$ cat config.mk
export PLATFORM = sky130hd
export DESIGN_NAME = two_level_priority_fifo
export DESIGN_NICKNAME = d
export VERILOG_FILES = /design/src/tlpf_pkg.sv /design/src/two_level_priority_fifo.sv
export SDC_FILE = /design/constraint.sdc
export NUM_CORES = 1
export LEC_CHECK = 0
export BUFFER_PORTS_ARGS = -buffer_cell sky130_fd_sc_hd__buf_4
export CORE_ASPECT_RATIO = 2
export CORE_MARGIN = 1.5
export CORE_UTILIZATION = 33
export DETAILED_ROUTE_END_ITERATION = 16
export PLACE_DENSITY_LB_ADDON = 0.05
export REMOVE_ABC_BUFFERS = 1
export SYNTH_ARGS = -nofsm -noshare
export SYNTH_HDL_FRONTEND = slang
export SYNTH_SLANG_ARGS = --single-unit
$ cat constraint.sdc
create_clock -name clk -period 4.75 [get_ports clk]
set_input_delay 0.95 -clock clk [delete_from_list [all_inputs] [get_ports clk]]
set_output_delay 0.95 -clock clk [all_outputs]
set_load 0.01 [all_outputs]
$ cat src/tlpf_pkg.sv
// Shared codes for the two-level priority FIFO.
// Command and status encodings used by the top level and its checker.
// No dependencies.
`default_nettype none

package tlpf_pkg;

	localparam int CMD_W = 2;
	localparam int STATUS_W = 2;

	localparam logic [CMD_W-1:0] CMD_PUSH_NORMAL = 2'd0;
	localparam logic [CMD_W-1:0] CMD_PUSH_URGENT = 2'd1;
	localparam logic [CMD_W-1:0] CMD_POP = 2'd2;

	// High bit of cmd selects a pop.
	localparam int CMD_POP_BIT = 1;

	localparam logic [STATUS_W-1:0] ST_PUSHED = 2'd0;
	localparam logic [STATUS_W-1:0] ST_FULL = 2'd1;
	localparam logic [STATUS_W-1:0] ST_POPPED = 2'd2;
	localparam logic [STATUS_W-1:0] ST_EMPTY = 2'd3;

	// One accepted transaction waiting for its memory read to land.
	typedef struct packed {
		logic valid;
		logic [STATUS_W-1:0] status;
		logic urgent;
	} pend_t;

endpackage

`default_nettype wire

$ cat src/two_level_priority_fifo.sv
// Two-level priority FIFO: urgent and normal ring buffers of identifiers.
// Depends on tlpf_pkg for command and status codes.
//
// Usage:
//   Input channel (in_valid / in_stall) carries cmd and item_id. cmd 0 pushes
//   into the normal ring, cmd 1 into the urgent ring, cmd 2 or 3 pops the
//   oldest urgent identifier, or the oldest normal one if urgent is empty.
//   Output channel (out_valid / out_stall) returns one result per transaction:
//   status, popped_id (zero unless a pop succeeded) and from_urgent.
//   Result path: the head entry is read at the accept edge, and the output
//   register loads from the read data once the pending stage can move on.
//   Throughput: one transaction per cycle while the receiver takes results.
//   Pointers and counts update at the accept edge, so a pop right after a
//   push sees the new entry; each ring has one write and one read port.
//   Stall: when out_stall holds a result, the pending stage fills and then
//   in_stall rises until the output register drains.
//   Reset: arst_n clears both rings to empty and drops out_valid. Ring
//   contents are not cleared; only written entries are ever read.
`default_nettype none

module two_level_priority_fifo #(
	parameter int FIFO_DEPTH = 8,
	parameter int ID_BITS = 16
) (
	input wire logic clk,
	input wire logic arst_n,

	input wire logic in_valid,
	output logic in_stall,
	input wire logic [tlpf_pkg::CMD_W-1:0] cmd,
	input wire logic [ID_BITS-1:0] item_id,

	output logic out_valid,
	input wire logic out_stall,
	output logic [tlpf_pkg::STATUS_W-1:0] status,
	output logic [ID_BITS-1:0] popped_id,
	output logic from_urgent
);

	localparam int AW = (FIFO_DEPTH > 1) ? $clog2(FIFO_DEPTH) : 1;
	localparam int CW = AW + 1;
	localparam logic [CW-1:0] DEPTH_C = CW'(FIFO_DEPTH);
	localparam logic [AW-1:0] LAST_C = AW'(FIFO_DEPTH - 1);

	logic [ID_BITS-1:0] urg_mem [FIFO_DEPTH];
	logic [ID_BITS-1:0] nrm_mem [FIFO_DEPTH];
	logic [ID_BITS-1:0] urg_rd_q;
	logic [ID_BITS-1:0] nrm_rd_q;

	logic [AW-1:0] urg_head_q;
	logic [AW-1:0] nrm_head_q;
	logic [CW-1:0] urg_cnt_q;
	logic [CW-1:0] nrm_cnt_q;

	tlpf_pkg::pend_t pend_s1;
	tlpf_pkg::pend_t pend_d;

	logic out_valid_q;
	logic [tlpf_pkg::STATUS_W-1:0] status_q;
	logic [ID_BITS-1:0] popped_id_q;
	logic from_urgent_q;

	logic in_acc;
	logic move_s1;
	logic is_pop;
	logic is_urg_push;
	logic urg_nonempty;
	logic nrm_nonempty;
	logic urg_full;
	logic nrm_full;
	logic urg_we;
	logic nrm_we;
	logic urg_re;
	logic nrm_re;
	logic [CW-1:0] urg_sum;
	logic [CW-1:0] nrm_sum;
	logic [AW-1:0] urg_tail;
	logic [AW-1:0] nrm_tail;
	logic [ID_BITS-1:0] rd_sel;

	assign move_s1 = pend_s1.valid & (~out_valid_q | ~out_stall);
	assign in_stall = pend_s1.valid & out_valid_q & out_stall;
	assign in_acc = in_valid & ~in_stall;

	assign is_pop = cmd[tlpf_pkg::CMD_POP_BIT];
	assign is_urg_push = (cmd == tlpf_pkg::CMD_PUSH_URGENT);

	assign urg_nonempty = (urg_cnt_q != '0);
	assign nrm_nonempty = (nrm_cnt_q != '0);
	assign urg_full = (urg_cnt_q == DEPTH_C);
	assign nrm_full = (nrm_cnt_q == DEPTH_C);

	// Tail = (head + count) mod depth; the sum stays below twice the depth.
	assign urg_sum = {1'b0, urg_head_q} + urg_cnt_q;
	assign nrm_sum = {1'b0, nrm_head_q} + nrm_cnt_q;
	assign urg_tail = (urg_sum >= DEPTH_C) ? AW'(urg_sum - DEPTH_C) : urg_sum[AW-1:0];
	assign nrm_tail = (nrm_sum >= DEPTH_C) ? AW'(nrm_sum - DEPTH_C) : nrm_sum[AW-1:0];

	always_comb begin
		urg_we = 1'b0;
		nrm_we = 1'b0;
		urg_re = 1'b0;
		nrm_re = 1'b0;
		pend_d.valid = in_acc;
		pend_d.urgent = 1'b0;
		pend_d.status = tlpf_pkg::ST_PUSHED;
		if (is_pop) begin
			if (urg_nonempty) begin
				urg_re = in_acc;
				pend_d.urgent = 1'b1;
				pend_d.status = tlpf_pkg::ST_POPPED;
			end else if (nrm_nonempty) begin
				nrm_re = in_acc;
				pend_d.status = tlpf_pkg::ST_POPPED;
			end else begin
				pend_d.status = tlpf_pkg::ST_EMPTY;
			end
		end else if (is_urg_push) begin
			if (urg_full) begin
				pend_d.status = tlpf_pkg::ST_FULL;
			end else begin
				urg_we = in_acc;
			end
		end else begin
			if (nrm_full) begin
				pend_d.status = tlpf_pkg::ST_FULL;
			end else begin
				nrm_we = in_acc;
			end
		end
	end

	// Ring memories: each has one write port and one registered read port.
	always_ff @(posedge clk) begin
		if (urg_we) begin
			urg_mem[urg_tail] <= item_id;
		end
		if (urg_re) begin
			urg_rd_q <= urg_mem[urg_head_q];
		end
	end

	always_ff @(posedge clk) begin
		if (nrm_we) begin
			nrm_mem[nrm_tail] <= item_id;
		end
		if (nrm_re) begin
			nrm_rd_q <= nrm_mem[nrm_head_q];
		end
	end

	// Pointers advance at the accept edge so the next transaction sees them.
	always_ff @(posedge clk or negedge arst_n) begin
		if (!arst_n) begin
			urg_head_q <= '0;
			nrm_head_q <= '0;
			urg_cnt_q <= '0;
			nrm_cnt_q <= '0;
		end else begin
			if (urg_we) begin
				urg_cnt_q <= urg_cnt_q + CW'(1);
			end else if (urg_re) begin
				urg_cnt_q <= urg_cnt_q - CW'(1);
				urg_head_q <= (urg_head_q == LAST_C) ? '0 : urg_head_q + AW'(1);
			end
			if (nrm_we) begin
				nrm_cnt_q <= nrm_cnt_q + CW'(1);
			end else if (nrm_re) begin
				nrm_cnt_q <= nrm_cnt_q - CW'(1);
				nrm_head_q <= (nrm_head_q == LAST_C) ? '0 : nrm_head_q + AW'(1);
			end
		end
	end

	// Pending stage: hold while the output register is blocked.
	always_ff @(posedge clk or negedge arst_n) begin
		if (!arst_n) begin
			pend_s1 <= '0;
		end else if (in_acc) begin
			pend_s1 <= pend_d;
		end else if (move_s1) begin
			pend_s1.valid <= 1'b0;
		end
	end

	assign rd_sel = pend_s1.urgent ? urg_rd_q : nrm_rd_q;

	always_ff @(posedge clk or negedge arst_n) begin
		if (!arst_n) begin
			out_valid_q <= 1'b0;
		end else if (move_s1) begin
			out_valid_q <= 1'b1;
		end else if (!out_stall) begin
			out_valid_q <= 1'b0;
		end
	end

	always_ff @(posedge clk) begin
		if (move_s1) begin
			status_q <= pend_s1.status;
			from_urgent_q <= pend_s1.urgent;
			popped_id_q <= (pend_s1.status == tlpf_pkg::ST_POPPED) ? rd_sel : '0;
		end
	end

	assign out_valid = out_valid_q;
	assign status = status_q;
	assign popped_id = popped_id_q;
	assign from_urgent = from_urgent_q;

endmodule

`default_nettype wire

# Word level (Yosys, flattened, before mapping)

Memories as Yosys holds them, arrays and structs flattened. A register that Yosys moved wholly into a read port is not among the register bits.
Cells that the tools add are included.

Register bits after elaboration: 38
RAM bits: 256
Input port bits: 22
Output and inout port bits: 21
Word-level logic and storage cells: 85
Memories: 2

Add/subtract/negate cells: 10
Order comparisons: 2
Equality and inequality tests: 7
Multiplexer cells: 36
Bitwise logic cells: 10
Reduce and logical (&&, ||, !) cells: 7

Memory list:

| name    | words | width | read ports | clocked after memory_dff | write ports | line                          | text |
|---|---|---|---|---|---|---|---|
| nrm_mem | 8     | 16    | 1          | 1                        | 1           | two_level_priority_fifo.sv:46 | `logic [ID_BITS-1:0] nrm_mem [FIFO_DEPTH];` |
| urg_mem | 8     | 16    | 1          | 1                        | 1           | two_level_priority_fifo.sv:45 | `logic [ID_BITS-1:0] urg_mem [FIFO_DEPTH];` |

Operators by type and width:

| operator                                                              | count |
|---|---|
| 1-bit two-way mux                                                     | 25 |
| 16-bit two-way mux                                                    | 1 |
| 4-bit two-way mux                                                     | 4 |
| 3-bit two-way mux                                                     | 4 |
| 3-bit by 4-bit adder with 4-bit output                                | 2 |
| 4-bit by 1-bit adder with 4-bit output, second input constant         | 2 |
| 4-bit equality test, second input constant                            | 2 |
| 4-bit greater-or-equal comparator, second input constant              | 2 |
| 4-bit nonzero test                                                    | 2 |
| 4-bit by 1-bit subtractor with 4-bit output, second input constant    | 2 |
| 3-bit by 1-bit adder with 3-bit output, second input constant         | 2 |
| 3-bit equality test, second input constant                            | 2 |
| 2-bit nonzero test                                                    | 3 |
| 3-bit by 1-bit subtractor with 3-bit output, second input constant    | 2 |
| 1-bit NOT                                                             | 5 |
| 1-bit bitwise AND                                                     | 4 |
| 2-bit two-way mux                                                     | 2 |
| 2-bit AND reduction                                                   | 2 |
| 2-bit by 1-bit equality test with 1-bit output, second input constant | 1 |
| 2-bit equality test, second input constant                            | 1 |
| 2-bit by 1-bit != test with 1-bit output, second input constant       | 1 |
| 1-bit bitwise OR                                                      | 1 |

# Logic depth before layout (Yosys ltp)

Depth after elaboration: 9
Mapped depth: 8
Mapped depth without buffers: 7

# Least setup slack after synthesis

OpenSTA, ideal clock, no wires.

Path type: flip-flop to flip-flop
From: register nrm_head_q[1]
To: memory nrm_mem[2][0] (enable)
Library setup time: 0.409 ns
Arrival: 3.005 ns
Data required time: 4.341 ns
Path slack: 1.336 ns
Cell stages (with the launch flop): 8
Buffers on the path: 2
Cells stage by stage: dfrtp_1 -> clkbuf_1 -> clkbuf_1 -> inv_1 -> fa_1 -> xnor2_1 -> xor2_1 -> nor3_1

Cells in the longest elaborated chain, start to end: 3
Elaborated cells on any way between the ends: 4
Classes of those cells: add/sub: 2; order compare: 1; mux: 1

Ends and longest elaborated chain:

| what                                                                                             | line                           | text |
|---|---|---|
| start: declaration                                                                               | two_level_priority_fifo.sv:51  | `logic [AW-1:0] nrm_head_q;` |
| start signal: assignment                                                                         | two_level_priority_fifo.sv:170 | `nrm_head_q <= (nrm_head_q == LAST_C) ? '0 : nrm_head_q + AW'(1);` |
| 3-bit by 4-bit adder with 4-bit output *                                                         | two_level_priority_fifo.sv:95  | `assign nrm_sum = {1'b0, nrm_head_q} + nrm_cnt_q;` |
| 4-bit greater-or-equal comparator or 3-bit by 1-bit subtractor with 3-bit output (tied branches) | two_level_priority_fifo.sv:97  | `assign nrm_tail = (nrm_sum >= DEPTH_C) ? AW'(nrm_sum - DEPTH_C) : nrm_sum[AW-1:0];` |
| 3-bit two-way mux *                                                                              | two_level_priority_fifo.sv:97  |  |
| end: declaration                                                                                 | two_level_priority_fifo.sv:46  |  |

Mark *: on every way between the ends. The rest lies on a longest branch, timed or not.

# Worst setup path in the final report

From: register nrm_head_q[1]
To: memory nrm_mem[4][6] (enable)

Same word-level chain as after synthesis.

==> metrics.md <==
| Metric | Value |
|---|---|
| Layout Skew | `~0.008 ns` |
| Worst path cell trace | `buf_4 > inv_1 > fa_1 > xnor2_1 > xor2_1 > nand2_1 > nor2_2 > buf_4` |
| Die ar. | `39,780 sq um` |
| VDD IR max | `0.2836 mV` |
| H-Tree Depth | `1` |
| Final hold vios | `0` |
| # hold bufs at CTS | `0` |
| Clock Power Share | `0.284` |
| Commonest non-fill, non-tap cell in the layout | `edfxtp_1` |
| Yosys Warn Count | `0` |
| Fmax | `341.7 MHz` |
| Critical Path AT | `3.16 ns` |
| CTS Buf Count | `30` |
| Largest net degree at the start of global routing | `36` |
| Vias in the first global route | `approximately 6,300` |
| Switching power | `2.258 mW` |
| Final Util | `0.3859` |
| Setup_tns | `0 ns` |
| P_int | `approximately 5.7 mW` |
| Die Span Y | `approximately 280 microns` |
| Most used cells in the layout excluding fill and tap cells | `edfxtp_1 (307), buf_4 (65), mux4_2 (64)` |
| Core footprint | `around 38,000 sq um` |
| Worst path most repeated cell | `buf_4` |
| Hold_ws | `approximately 0.26 ns` |
| First-pass GRT wire length | `just over 40,000 microns` |
| I/O pin count | `43` |
| DRT antenna net count | `0` |
| Post-Syn Instances | `586` |
| Worst stage delay on the critical path | `0.46 ns` |
| Final WL | `27,850 microns` |
| Worst Path Required | `4.99 ns` |
| Flop pwr share | `0.463` |
| Max clock buf depth | `3` |
| Crit path launch type | `register` |
| Grt ovf | `0` |
| Cts repair resizes | `0` |
| Worst-path fanout max | `34` |
| CTS tree | `done` |
| Slew margin rel. | `0.2478` |
| Pwr per Cell Area | `541.9 nW/um^2` |
| Routability congestion estimate | `0.7027` |
| Worst-Skew Late Latency | `0.57 ns` |
| Status | `complete, no violations` |
| Register area share after synthesis | `0.7627` |
| Switch share | `0.2848` |
| Crit path kind | `reg2reg` |
| Yosys cell types | `37` |
| Initial drt markers | `321` |
| Drt first pass iters | `4` |
| Comb pwr share | `0.253` |
| Syn Std Cell Area | `roughly 13,000 sq um` |
| Port Buffers | `42` |
| Rows | `101` |
| Least-Margin Pin Slew | `approximately 1.1 ns` |
| Clk pin slew, worst setup/hold paths | `0.06 ns` |
| Final setup fails | `0` |
| Number of max-cap violations | `0` |
| Final Cycle Share | `0.6161` |
| Final min period | `2.926 ns` |
| Final #Nets | `695` |
| Via count | `5,640` |
| Hold Path Class | `in2async` |
| CP Capture Type | `register` |
| Slowest cell on crit path | `fa_1` |
| Fillers | `roughly 3,400` |
| Die X-Extent | `141.8 microns` |
| Final Max Slew Viols | `0` |
| Vias/cell | `4.926` |
| Number of remaining DRC errors | `0` |
| Layout cells sized above 1 | `0.3431` |
| CTS Sinks | `326` |
| Gr usage total | `0.1459` |
| Antenna violations before repair | `0` |
| Lkg Pwr | `4.822 nW` |
| Drt wl/cell | `24.33 microns` |
| FF+latch count, synth | `approximately 330` |
| Initial core utilization | `0.3353` |
| Setup bufs post-CTS | `0` |
| RSZ-0062 raised after global routing | `no` |
| Syn_area_per_cell | `21.69 sq um` |
| Placed wire-length estimate | `17,750 microns` |
| Antenna cells | `0` |
| Root Driver | `clkbuf_16` |
| Layout Area Growth over Synthesis | `15.10%` |
-- flip-flops by register name, summed over array words and instances (netlist names) --
name / count
nrm_mem: 128
urg_cnt_q: 4
pend_s1: 4
nrm_cnt_q: 4
urg_rd_q: 16
urg_mem: 128
nrm_head_q: 3
from_urgent: 1
status: 2
nrm_rd_q: 16
popped_id: 16
out_valid: 1
urg_head_q: 3
-- worst max-delay path: cells and delay by family, from the launching register on --
| family | cells | cell delay, ns |
|---|---|---|
| flip-flops | 1 | 0.33 |
| buffers and inverters | 3 | 0.93 |
| XOR/XNOR | 2 | 0.60 |
| AND/OR/NAND/NOR | 2 | 0.26 |
| adder cells (fa/ha/maj) | 1 | 0.46 |
-- metal layers --
metal / vias up / GRT usage / wire length, microns
met2: 80 / 0.2809 / 15810
li1: 2517 / - / -
met4: 0 / 0.04732 / 740
met5: - / 0 / 0
met1: 3005 / 0.1634 / 10550
met3: 38 / 0.01877 / 754
-- cells by family after synthesis --
kind of cell | after synthesis | synth area share
fa+ha+maj | 14 | 0.01614
xor+xnor | 12 | 0.008268
simple gates | 63 | 0.02805
flops | 326 | 0.7627
compound gates | 12 | 0.006300
mux | 124 | 0.1659
buf+inv | 35 | 0.01270
-- synthesized netlist by cell type (all sizes together) --
master,number,area share
mux2,41,0.038
a21boi,1,0.00059
nand2,9,0.0038
fa,4,0.0063
a41oi,1,0.00069
nor3,10,0.0039
nand2b,4,0.0020
a21o,4,0.0024
nor2,26,0.0077
and2,1,0.00049
inv,11,0.0032
dfrtp,19,0.037
buf,13,0.0062
or2,2,0.00098
xor2,7,0.0048
or4b,2,0.0019
nor4,1,0.00098
a21oi,5,0.0020
ha,10,0.0098
clkbuf,11,0.0032
mux2i,19,0.015
nand3,1,0.00039
or4,1,0.00059
a211o,1,0.00069
nand4b,2,0.0019
mux4,64,0.11
xnor2,5,0.0034
edfxtp,307,0.73
nand4,3,0.0030
nor2b,1,0.00049
-- area by class of cell --
cell class	count	area (sq um)	area share
flip-flops and latches	326	9697	0.6628
multi-input cells	225	2919	0.1995
clock buffers	34	765.7	0.05234
well taps	463	579.3	0.03960
repair buffers	65	488.0	0.03335
clock inverters	21	140.1	0.009578
inverters	11	41.29	0.002822
-- worst paths after layout --
| check | from | endpoint | slack (ns) | cells past startpoint |
|---|---|---|---|---|
| setup / recovery | nrm_head_q[1] | nrm_mem[4][6] | 1.82 | 8 |
| hold / removal | arst_n | pend_s1[3] | 0.26 | 1 |
| setup reg to reg | nrm_head_q[1] | nrm_mem[4][6] | 1.82 | 8 |
| hold reg to reg | pend_s1[3] | out_valid | 0.49 | 1 |
| max in group asynchronous | arst_n | urg_head_q[0] | 4.25 | 1 |
| min in group clk | pend_s1[3] | out_valid | 0.49 | 1 |
-- through the flow --
step / setup slack, ns / instance area, sq um / cells / total power, mW
4_1_cts: 1.792 / 14630 / 1145 / 8.099
6_report: 1.824 / 14630 / 1145 / 7.928
2_1_floorplan: 0.5712 / 12590 / 562 / 5.104
3_3_place_gp: 1.331 / 13720 / 1090 / 5.759
5_1_grt: 1.613 / 14630 / 1145 / 8.349
3_5_place_dp: 1.333 / 13720 / 1090 / 5.808
-- power by group through the flow --
| stage | logic [mW] | clock network [mW] | registers [mW] |
|---|---|---|---|
| 6_report | 2.00 | 2.25 | 3.67 |
| 5_1_grt | 2.21 | 2.43 | 3.70 |
| 4_1_cts | 2.08 | 2.34 | 3.68 |
| 3_5_place_dp | 2.07 | 0 | 3.74 |
| 3_3_place_gp | 2.04 | 0 | 3.72 |
| 2_1_floorplan | 1.22 | 0 | 3.89 |
Note: power is estimated with default switching activity, not from simulation.
